--- src/rtl/lzw_fixed_width_encoder_core_assert.svh ---
// Assertion macros for the LZW encoder core.
`ifndef LZW_FIXED_WIDTH_ENCODER_CORE_ASSERT_SVH
`define LZW_FIXED_WIDTH_ENCODER_CORE_ASSERT_SVH
`ifndef SYNTH
`define LZWFE_ASSERT(lbl, clk, rst_n, prop) \
  lbl: assert property (@(posedge clk) disable iff (!rst_n) prop) \
    else $error("lzwfe assertion failed");
`define LZWFE_ASSERT_ALWAYS(lbl, clk, prop) \
  lbl: assert property (@(posedge clk) prop) \
    else $error("lzwfe assertion failed");
`else
`define LZWFE_ASSERT(lbl, clk, rst_n, prop)
`define LZWFE_ASSERT_ALWAYS(lbl, clk, prop)
`endif
`endif

--- src/rtl/lzwfe_pkg.sv ---
package lzwfe_pkg;
  localparam int SYM_W      = 7;
  localparam int CODE_W     = 12;
  localparam int NEXT_W     = CODE_W + 1;
  localparam int CFG_W      = 4;
  localparam int WIDTH_MIN  = 7;
  localparam int WIDTH_MAX  = CODE_W;
  localparam int FIRST_CODE = 128;
  localparam int DICT_DEPTH = 1 << CODE_W;
  localparam int ENT_W      = CODE_W + SYM_W;
  localparam int MAP_DEPTH  = 1 << ENT_W;
  localparam logic [CFG_W-1:0] WIDTH_RESET = CFG_W'(12);

  typedef enum logic [2:0] {
    ST_IDLE,
    ST_MAP,
    ST_ENT,
    ST_DECIDE,
    ST_FLUSH
  } ctrl_state_t;

  typedef struct packed {
    logic accept;
    logic map_rd;
    logic ent_rd;
    logic resolve;
    logic flush;
  } cmd_t;

  typedef struct packed {
    logic have_prefix;
    logic eom;
    logic hit;
    logic out_free;
  } status_t;
endpackage

--- src/rtl/lzwfe_ctrl.sv ---
module lzwfe_ctrl (
  input  logic               clk,
  input  logic               rst_n,
  input  logic               in_valid,
  input  logic               in_eom,
  output logic               in_ready,
  input  lzwfe_pkg::status_t status,
  output lzwfe_pkg::cmd_t    cmd
);
  import lzwfe_pkg::*;

  ctrl_state_t state_r, state_nxt;

  always_ff @(posedge clk) begin
    if (!rst_n) begin
      state_r <= ST_IDLE;
    end else begin
      state_r <= state_nxt;
    end
  end

  always_comb begin
    state_nxt = state_r;
    cmd       = '0;
    in_ready  = 1'b0;
    case (state_r)
      ST_IDLE: begin
        in_ready = 1'b1;
        if (in_valid) begin
          cmd.accept = 1'b1;
          if (!status.have_prefix) begin
            state_nxt = in_eom ? ST_FLUSH : ST_IDLE;
          end else begin
            state_nxt = ST_MAP;
          end
        end
      end
      ST_MAP: begin
        cmd.map_rd = 1'b1;
        state_nxt  = ST_ENT;
      end
      ST_ENT: begin
        cmd.ent_rd = 1'b1;
        state_nxt  = ST_DECIDE;
      end
      ST_DECIDE: begin
        if (status.hit || status.out_free) begin
          cmd.resolve = 1'b1;
          state_nxt   = status.eom ? ST_FLUSH : ST_IDLE;
        end
      end
      ST_FLUSH: begin
        if (status.out_free) begin
          cmd.flush = 1'b1;
          state_nxt = ST_IDLE;
        end
      end
      default: state_nxt = ST_IDLE;
    endcase
  end
endmodule

--- config.mk ---
export PLATFORM = sky130hd
export DESIGN_NAME = lzwfe_ctrl
export DESIGN_NICKNAME = d
export VERILOG_FILES = /design/src/rtl/lzw_fixed_width_encoder_core_assert.svh /design/src/rtl/lzwfe_pkg.sv /design/src/rtl/lzwfe_ctrl.sv
export SDC_FILE = /design/constraint.sdc
export NUM_CORES = 1
export LEC_CHECK = 0
export ABC_AREA = 1
export BUFFER_PORTS_ARGS = -buffer_cell sky130_fd_sc_hd__buf_2
export CAP_MARGIN = 20
export CORE_AREA = 10 10 47 49
export CTS_CLUSTER_DIAMETER = 50
export DETAILED_ROUTE_END_ITERATION = 8
export DIE_AREA = 0 0 57 59
export GPL_ROUTABILITY_DRIVEN = 0
export SYNTH_ARGS = -nofsm -noshare
export SYNTH_HDL_FRONTEND = slang
export SYNTH_SLANG_ARGS = --single-unit
--- constraint.sdc ---
create_clock -name clk -period 2.5 [get_ports clk]
set_input_delay 0 -clock clk [delete_from_list [all_inputs] [get_ports clk]]
set_output_delay 0 -clock clk [all_outputs]
set_load 0.01 [all_outputs]
==> results of run 1 <==
==> final timing paths <==
check                                   to  slack [ns]  depth (start not counted)
worst max-delay path                cmd[0]        1.33                          3
worst min-delay path            state_r[1]       0.004                          3
worst max register to register  state_r[0]        1.44                          7
worst min register to register  state_r[1]        0.59                          2
==> placed cells by master (no fill, tap or decap) <==
cell type  Yosys  layout
a31oi_1        1       1
buf_2          0      13
clkbuf_1       0       1
clkbuf_4       0       3
dfxtp_1        3       3
inv_1          8       8
nand2_1        6       6
nand2_2        2       2
nand3_1        4       4
nand3_2        2       2
nor2_1         8       8
nor2_2         1       1
nor2_4         1       1
nor3_1         2       2
nor4_1         1       1
==> final cells by class <==
class	instances	area (um2)	share of cell area [%]
Tap cell	16	20.0	5.78
Multi-Input combinational cell	28	145	41.9
Clock buffer	4	26.3	7.58
Timing Repair Buffer	13	65.1	18.8
Sequential cell	3	60.1	17.3
Inverter	8	30.0	8.66
==> through the flow <==
step                      setup slack [ns]  hold slack, ns  power [W]
after global routing                  1.24         0.00568   0.000416
after floorplan                       1.55           0.109   0.000229
after CTS                             1.32         0.00147   0.000384
after global placement                1.46           0.243   0.000292
final                                 1.33         0.00407   0.000374
after detailed placement              1.45           0.251   0.000292
==> Yosys cell counts, drive strengths merged <==
cell   number
nor3        2
nand3       6
nand2       8
inv         8
nor4        1
a31oi       1
nor2       10
dfxtp       3
==> worst register-to-register path: stages, from the launching register on <==
cell,delay [ns]
dfxtp_1,0.44
nand2_2,0.11
nor2_4,0.10
nand2_2,0.08
nand3_2,0.08
nand2_1,0.05
nand2_1,0.06
nor2_1,0.04
==> logic make-up (layout without fill, tap and decap cells) <==
| group | Yosys count | in the layout | share of synthesized area [%] |
|---|---|---|---|
| buffers and inverters | 8 | 25 | 12.8 |
| flip-flops | 3 | 3 | 25.5 |
| AO/OA/AOI/OAI | 1 | 1 | 2.66 |
| AND/OR/NAND/NOR | 27 | 27 | 59.0 |
==> power breakdown <==
part           switching [W]  internal [W]  leakage, nW  total [W]
registers          0.0000333     0.0000669       0.0247   0.000100
clock network      0.0000264     0.0000599       0.0150  0.0000863
logic               0.000110     0.0000773        0.164   0.000187
total               0.000170      0.000204        0.204   0.000374
==> routing by layer <==
layer	vias up	share of wire, %	GRT usage [%]
met3	0	11	4.29
met4	0	0	3.02
li1	156	-	-
met1	128	32	2.60
met2	9	58	7.91
met5	-	0	0
==> metrics.md, run 1 <==
| Metric | Value |
|---|---|
| Crit path launch | `state_r[2]` |
| Number of gates resized after cts | `0` |
| TNS Setup | `0 ns` |
| Final net count | `65` |
| Placed cell count | `68` |
| First-pass GRT wire length | `1070 um` |
| CTS tree | `yes` |
| Hold buffer count at CTS | `0` |
| Top cell type's share of synthesized area | `between 20% and 30%` |
| Final period util | `46.8%` |
| CTS buffer count | `3` |
| CP endpoint kind | `primary output` |
| Pleak | `between 0.2 and 0.25 nW` |
| Netlist cell types | `12` |
| # Post-CTS Setup Buffers | `0` |
| Req. time, crit path | `2.50 ns` |
| Startpoint types | `flop` |
| Max-cap violations | `0` |
| Final Slew Violations | `0` |
| Top cells by area, synth | `dfxtp_1 (26%), inv_1 (13%), nor2_1 (13%)` |
| Layout cell share with drive strength beyond 1 | `39.3%` |
| Slew @ Worst Pin | `0.253 ns` |
| Via total after detailed routing | `293` |
| Critical path's largest stage delay | `0.45 ns` |
| Dominant cell type by area after synthesis | `dfxtp_1` |
| Skew-Pair Late Insertion Delay | `0.23 ns` |
| Endpoints failing setup | `0` |
| CTS root buffer | `clkbuf_4` |
| Post-Syn Area | `approximately 240 um2` |
| Crit-path cells | `inv_1 > nor4_1 > buf_2` |
| R2R Path Start | `state_r[0]` |
| CP max stage cell | `dfxtp_1` |
| Largest net degree at the start of global routing | `7` |
| Largest delay share family, worst path | `flip-flops` |
| Initial antenna violation count | `0` |
| Initial Utilization | `16.8%` |
| Hold Crit Start | `rst_n` |
| Gr usage total | `4.40%` |
| Max frequency | `between 800 and 900 MHz` |
| Area Overhead vs Synth | `47.3%` |
| CP max FO | `6` |
| Die Width | `roughly 57 um` |
| Port bufs | `13` |
| Largest registers | `state_r x3` |
| Wire length per cell | `9.19 um` |
| Synth warn | `0` |
| Iter 0 DRT Violations | `8` |
| Crit path buffers/inverters | `2` |
| Core Util, Final | `24.7%` |
| Post-Route Skew | `0.00170 ns` |
| Fill cell count | `about 170` |
| Vias in the first global route | `around 280` |
| Outcome | `finished, final reports clean` |
| GRT overflow | `0` |
| Post-synthesis net count | `47` |
| Router iterations before antenna repair | `4` |
| Final Cell Area | `347 um2` |
| Number of primary I/O pins | `14` |
| Clock transition at path regs | `0.04 ns` |
| Area after DPL | `320 um2` |
| Placeable Area | `0.00140 mm2` |
| Syn_area_per_cell | `6.03 um2` |
| Synth Register Bits | `3` |
| Max VDD drop | `about 0.42 mV` |
| Hold Violations, Final | `0` |
| DP HPWL | `around 570 um` |
| Clk buf depth | `2` |
| Hold WC Path Type | `primary input to flop` |
| DRC | `0` |
| Syn Inst Count | `39` |
| Max reg flops | `3` |
| Slew margin rel. | `around 83%` |
| # rows | `14` |
| Die Height | `59 um` |
| Htree depth | `1` |
| # diodes | `0` |
| CTS Sinks | `3` |
| CP arrival | `1.17 ns` |
| Critical path class | `flop to primary output` |
| Sequential-to-total area share from yosys stat | `25.5%` |
| Die ar. | `0.00336 mm2` |
| Routed Antenna Nets | `0` |
| Min cycle time layout | `between 1 and 1.5 ns` |
| RSZ-0062 raised after global routing | `no` |
| Top reg by flops | `state_r` |
| Pwr per Cell Area | `1080 mW/mm2` |
| WL final | `about 660 um` |
| Layout Cells excl Fill | `72` |
| Vias per cell | `4.07` |
Power figures use the tool's default switching activity.
==> run 2, diff against run 1 <==
--- a/config.mk
+++ b/config.mk
@@ -5,7 +5,7 @@
 export SDC_FILE = /design/constraint.sdc
 export NUM_CORES = 1
 export LEC_CHECK = 0
-export ABC_AREA = 1
+export ABC_AREA = 0
 export BUFFER_PORTS_ARGS = -buffer_cell sky130_fd_sc_hd__buf_2
 export CAP_MARGIN = 20
 export CORE_AREA = 10 10 47 49
==> constraint.sdc (replaced) <==
create_clock -name clk -period 1.25 [get_ports clk]
set_input_delay 0 -clock clk [delete_from_list [all_inputs] [get_ports clk]]
set_output_delay 0 -clock clk [all_outputs]
set_load 0.01 [all_outputs]
==> run 2 against run 1 <==
Compared with the run above: combinational power grew 12%; flip-flop and latch count is the same; sequential power grew 32%; core utilization grew 5.1 points; critical path depth grew 1; clock power grew 100%; critical path type unchanged.
==> metrics.md, run 2 <==
| Metric | Value |
|---|---|
| Outcome | `finished, final reports clean` |
| Largest delay share family, worst path | `flip-flops` |
| Top cells by area, synth | `dfxtp_1 (24%), nor3_1 (10%), o221a_1 (9.1%)` |
| Hold Crit Start | `rst_n` |
| Via total after detailed routing | `333 (+14%)` |
| Syn_area_per_cell | `7.47 um2 (+24%)` |
| Core Util, Final | `29.8% (+5.1 points)` |
| Crit path buffers/inverters | `2 (unchanged)` |
| Initial antenna violation count | `0 (unchanged)` |
| Die ar. | `0.00336 mm2 (unchanged)` |
| Netlist cell types | `20 (+8)` |
| Pleak | `0.188 nW (-7.5%)` |
| Initial Utilization | `17.6% (+0.80 points)` |
| Pre-CTS setup slack | `0.0214 ns (-1.43 ns)` |
| Synth async-reset ratio | `0% (unchanged)` |
| Critical path's largest stage delay | `0.36 ns (-0.09 ns)` |
| Die Height | `59 um (unchanged)` |
| Largest net degree at the start of global routing | `12 (+5)` |
| Max frequency | `823 MHz` |
| Most common cell after layout, fill and taps aside | `buf_2` |
| Pwr per Cell Area | `1230 mW/mm2 (+14%)` |
| Gr usage total | `4.92% (+0.52 points)` |
| Crit-path cells | `buf_4 > nand2b_4 > nor3_1 > buf_2` |
| Min cycle time layout | `approximately 1.2 ns` |
| Vias in the first global route | `325 (+18%)` |
| CTS Sinks | `3 (unchanged)` |
| R2R Path Start | `state_r[1]` |
| Pint | `0.000343 W (+68%)` |
| CP max FO | `8 (+2)` |
| Routed Antenna Nets | `0 (unchanged)` |
| WL final | `833 um (+26%)` |
| Area of the multi-input gates | `188 um2 (+29%)` |
| Startpoint types | `flop` |
| Largest registers | `state_r x3` |
| Clock transition at path regs | `0.04 ns (about the same)` |
| Final period util | `a little over nine tenths` |
| Post-Syn Area | `246 um2 (+4.8%)` |
| Max reg flops | `3 (unchanged)` |
| CTS tree | `yes` |
| Area Overhead vs Synth | `69.5%` |
| Placeable Area | `0.00140 mm2 (unchanged)` |
| Top post-synthesis cells by count | `nor3_1 (5), nor2_1 (4), dfxtp_1 (3)` |
| Number of synthesized flops with an enable pin | `0 (unchanged)` |
| Fill cell count | `167 (unchanged)` |
| CTS buffer count | `3 (unchanged)` |
| Synth warn | `0 (unchanged)` |
| Post-synthesis net count | `41 (-13%)` |
| FF/Latch Area | `66.3 um2 (+10%)` |
| CTS root buffer | `clkbuf_4` |
| Hold buffer count at CTS | `0 (unchanged)` |
| Hold WC Path Type | `primary input to flop` |
| Switching Share | `33.5% (-12 points)` |
| Number of primary I/O pins | `14 (unchanged)` |
| DRC | `0 (unchanged)` |
| Skew-Pair Late Insertion Delay | `0.24 ns (about the same)` |
| Syn Inst Count | `33 (-15%)` |
| Ys flop type | `dfxtp_1` |
| First-pass GRT wire length | `1250 um (+17%)` |
| Total Power | `0.000516 W (+38%)` |
| Setup ws final | `0.0344 ns (-1.30 ns)` |
| Hold Violations, Final | `0 (unchanged)` |
| Clk buf depth | `2 (unchanged)` |
| Area after DPL | `359 um2 (+12%)` |
| Most frequent cell after synthesis | `nor3_1` |
| Endpoints failing setup | `0 (unchanged)` |
| Iter 0 DRT Violations | `6 (-2)` |
| Slew margin rel. | `81.7% (-1.4 points)` |
| DP HPWL | `677 um (+18%)` |
| Crit path launch | `state_r[2]` |
| Router iterations before antenna repair | `4 (unchanged)` |
| Max VDD drop | `0.281 mV (-33%)` |
| Final Slew Violations | `0 (unchanged)` |
| Final Cell Area | `418 um2 (+21%)` |
| Max-cap violations | `0 (unchanged)` |
| Top cell type's share of synthesized area | `24.4% (-1.2 points)` |
| Combinational share of power | `40.4% (-9.7 points)` |
| Dominant cell type by area after synthesis | `dfxtp_1` |
| Final net count | `62 (-4.6%)` |
| CP arrival | `1.22 ns (+0.05 ns)` |
| Clock power share | `34.1% (+11 points)` |
| Port bufs | `13 (unchanged)` |
| Switching power | `0.000173 W (+1.8%)` |
| Die Width | `57 um (unchanged)` |
| # rows | `14 (unchanged)` |
| GRT overflow | `0 (unchanged)` |
| Slew @ Worst Pin | `0.274 ns (+0.0207 ns)` |
| CP max stage cell | `dfxtp_4` |
| Most frequent cells in the layout | `buf_2 (13), buf_4 (6), nor2_1 (4), nor3_1 (4), clkbuf_4 (3)` |
| Sequential share of power | `25.5% (-1.3 points)` |
| Post-Route Skew | `0.00688 ns (+0.00518 ns)` |
| Top reg by flops | `state_r` |
| Htree depth | `1 (unchanged)` |
| Sequential-to-total area share from yosys stat | `24.4% (-1.2 points)` |
| # diodes | `0 (unchanged)` |
| Vias per cell | `4.83 (+19%)` |
| Critical path class | `flop to primary output` |
| Req. time, crit path | `1.25 ns (-1.25 ns)` |
| CP endpoint kind | `primary output` |
| Wire length per cell | `12.1 um (+31%)` |
| Layout cell share with drive strength beyond 1 | `58.5% (+19 points)` |
| Synth Register Bits | `3 (unchanged)` |
==> run 2: worst paths after layout <==
| kind | slack (ns) | end | depth (start not counted) |
|---|---|---|---|
| max reg2reg | 0.06 | state_r[2] | 3 |
| min reg2reg | 0.50 | state_r[1] | 1 |
| max | 0.03 | cmd[1] | 4 |
| min | 0.03 | state_r[2] | 2 |
==> run 2: cell type report <==
cell class	instances	share of cell area, %
Tap cell	16	4.79
Multi-Input combinational cell	25	44.9
Clock buffer	4	6.29
Inverter	2	1.80
Sequential cell	3	15.9
Timing Repair Buffer	19	26.3
==> run 2: cells by family after synthesis <==
| kind of cell | after synthesis | synth area share [%] |
|---|---|---|
| and+or+nand+nor | 17 | 39.1 |
| buffers and inverters | 5 | 10.2 |
| DFF | 3 | 24.4 |
| AOI/OAI and AO/OA | 8 | 26.4 |
==> run 2: stage by stage <==
stage | hold slack (ns) | std cells | setup TNS (ns)
6_report | 0.0266 | 69 | 0
2_1_floorplan | 0.142 | 33 | 0
4_1_cts | 0.0207 | 69 | 0
5_1_grt | 0.0214 | 69 | -0.00187
3_3_place_gp | 0.275 | 65 | 0
3_5_place_dp | 0.281 | 65 | 0
==> run 2: what timing repair did <==
action                                  in CTS  in global routing
resized for setup                            0                  9
setup buffers                                0                  0
endpoints found under the setup margin       0                  4
==> run 2: power groups by stage <==
stage,logic (W),clock network (W),registers (W)
6_report,0.000209,0.000176,0.000132
2_1_floorplan,0.000123,0,0.000116
3_5_place_dp,0.000192,0,0.000127
5_1_grt,0.000229,0.000191,0.000134
4_1_cts,0.000193,0.000187,0.000126
3_3_place_gp,0.000192,0,0.000127
==> run 2: metal layers <==
metal	global-route usage [%]	routed length, um
met4	5.03	23
met5	0	0
met1	4.62	373
met2	7.44	382
met3	2.58	54
==> run 3, diff against run 2 <==
--- a/config.mk
+++ b/config.mk
@@ -13,6 +13,7 @@
 export DETAILED_ROUTE_END_ITERATION = 8
 export DIE_AREA = 0 0 57 59
 export GPL_ROUTABILITY_DRIVEN = 0
+export MAX_ROUTING_LAYER = met4
 export SYNTH_ARGS = -nofsm -noshare
 export SYNTH_HDL_FRONTEND = slang
 export SYNTH_SLANG_ARGS = --single-unit
==> run 3 against run 2 <==
Compared with the run above: total power is the same; sequential share of layout area stayed put; critical path depth unchanged; flip-flop and latch count is the same; global-route usage up 0.14 points; non-clock buffer count unchanged; critical endpoint unchanged; largest cell class unchanged; largest power group unchanged.
==> metrics.md, run 3 (same netlist as run 2, synthesis figures left out) <==
| Metric | Value |
|---|---|
| Outcome | `finished, final reports clean` |
| # Post-CTS Setup Buffers | `0 (unchanged)` |
| Min cycle time layout | `1.22 ns (unchanged)` |
| First-pass GRT wire length | `1250 um (unchanged)` |
| Area after DPL | `359 um2 (unchanged)` |
| Placeable Area | `0.00140 mm2 (unchanged)` |
| Register-to-register setup slack | `0.06 ns (about the same)` |
| CP max FO | `8 (unchanged)` |
| Wire length per cell | `12.1 um (unchanged)` |
| Pre-CTS setup slack | `0.0214 ns (unchanged)` |
| CTS root buffer | `clkbuf_4` |
| Largest registers | `state_r x3` |
| Pwr per Cell Area | `1230 mW/mm2 (unchanged)` |
| Endpoints failing setup | `0 (unchanged)` |
| Hold WC Path Type | `primary input to flop` |
| Layout cell share with drive strength beyond 1 | `58.5% (unchanged)` |
| CP arrival | `1.22 ns (about the same)` |
| DP HPWL | `677 um (unchanged)` |
| Critical path destination | `cmd[1]` |
| Crit path launch | `state_r[2]` |
| Crit-path cells | `buf_4 > nand2b_4 > nor3_1 > buf_2` |
| WL final | `833 um (unchanged)` |
| Vias in the first global route | `325 (unchanged)` |
| Die ar. | `0.00336 mm2 (unchanged)` |
| Die Height | `59 um (unchanged)` |
| Max-cap violations | `0 (unchanged)` |
| CTS buffer count | `3 (unchanged)` |
| CP endpoint kind | `primary output` |
| Clock transition at path regs | `0.04 ns (about the same)` |
| Fill cell count | `167 (unchanged)` |
| # diodes | `0 (unchanged)` |
| Post-Route Skew | `0.00688 ns (unchanged)` |
| GRT overflow | `0 (unchanged)` |
| Number of primary I/O pins | `14 (unchanged)` |
| Clk buf depth | `2 (unchanged)` |
| Top reg by flops | `state_r` |
| R2R Path Start | `state_r[1]` |
| Initial Utilization | `17.6% (unchanged)` |
| DRC | `0 (unchanged)` |
| Iter 0 DRT Violations | `7 (+1)` |
| Placed cell count | `65 (unchanged)` |
| Most frequent cells in the layout | `buf_2 (13), buf_4 (6), nor2_1 (4), nor3_1 (4), clkbuf_4 (3)` |
| Critical path's largest stage delay | `0.36 ns (about the same)` |
| Slew margin rel. | `81.7% (unchanged)` |
| Req. time, crit path | `1.25 ns (about the same)` |
| Startpoint types | `flop` |
| CTS Sinks | `3 (unchanged)` |
| Slew @ Worst Pin | `0.274 ns (unchanged)` |
| Most common cell after layout, fill and taps aside | `buf_2` |
| Initial antenna violation count | `0 (unchanged)` |
| # rows | `14 (unchanged)` |
| Setup ws final | `0.0344 ns (unchanged)` |
| WP depth | `4 (unchanged)` |
| Htree depth | `1 (unchanged)` |
| Via total after detailed routing | `333 (unchanged)` |
| Vias per cell | `4.83 (unchanged)` |
| Worst R2R Path Depth | `3 (unchanged)` |
| Skew-Pair Late Insertion Delay | `0.24 ns (about the same)` |
| CP max stage cell | `dfxtp_4` |
| Number of gates resized after cts | `0 (unchanged)` |
| Die Width | `57 um (unchanged)` |
| Max frequency | `823 MHz (unchanged)` |
| Hold Path Cell Cnt | `2 (unchanged)` |
| Max VDD drop | `0.281 mV (about the same)` |
| Reg2Reg Capture Point | `state_r[2]` |
| Final net count | `62 (unchanged)` |
| CTS tree | `yes` |
| Pleak | `0.188 nW (unchanged)` |
| Port bufs | `13 (unchanged)` |
| Layout Cells excl Fill | `69 (unchanged)` |
| Area Overhead vs Synth | `69.5% (unchanged)` |
| Crit path buffers/inverters | `2 (unchanged)` |
| Gr usage total | `5.06% (+0.14 points)` |
| Max reg flops | `3 (unchanged)` |
| Final period util | `97.2% (unchanged)` |
| Largest delay share family, worst path | `flip-flops` |
| Router iterations before antenna repair | `4 (unchanged)` |
| Critical path class | `flop to primary output` |
| Largest net degree at the start of global routing | `12 (unchanged)` |
| Hold Violations, Final | `0 (unchanged)` |
| Final Slew Violations | `0 (unchanged)` |
| Final Cell Area | `418 um2 (unchanged)` |
| Hold buffer count at CTS | `0 (unchanged)` |
| Routed Antenna Nets | `0 (unchanged)` |
## run 3: how the worst min path moves through the flow
stage                from          to  slack (ns)
finish              rst_n  state_r[2]        0.03
detailed placement  rst_n  state_r[0]        0.28
global route        rst_n  state_r[0]        0.02
CTS                 rst_n  state_r[0]        0.02
floorplan           rst_n  state_r[0]        0.14
global placement    rst_n  state_r[2]        0.28
## run 3: final cells by class
type | count | area, um2 | area share [%]
clock buffer | 4 | 26.3 | 6.29
inverter | 2 | 7.51 | 1.80
multi-input combinational | 25 | 188 | 44.9
sequential | 3 | 66.3 | 15.9
tap | 16 | 20.0 | 4.79
timing repair buffer | 19 | 110 | 26.3
## run 3: metrics by stage
| step | hold WS, ns | utilization (%) | total power [W] | setup TNS [ns] |
|---|---|---|---|---|
| final | 0.0266 | 29.8 | 0.000516 | 0 |
| after global routing | 0.0214 | 29.8 | 0.000554 | -0.00187 |
| after CTS | 0.0207 | 27.5 | 0.000506 | 0 |
| after detailed placement | 0.281 | 25.6 | 0.000319 | 0 |
| after global placement | 0.275 | 25.6 | 0.000319 | 0 |
| after floorplan | 0.142 | - | 0.000240 | 0 |
## run 3: routing by layer
layer / track usage, % / part of all wire (%)
met1: 4.85 / 47
met2: 7.44 / 46
met3: 2.15 / 4.6
met4: 5.03 / 2.8
met5: - / 0
## run 3: where the power goes
part	total (W)	internal, W	switching [W]
clock network	0.000176	0.000120	0.0000558
logic	0.000209	0.000110	0.0000989
registers	0.000132	0.000113	0.0000183
total	0.000516	0.000343	0.000173
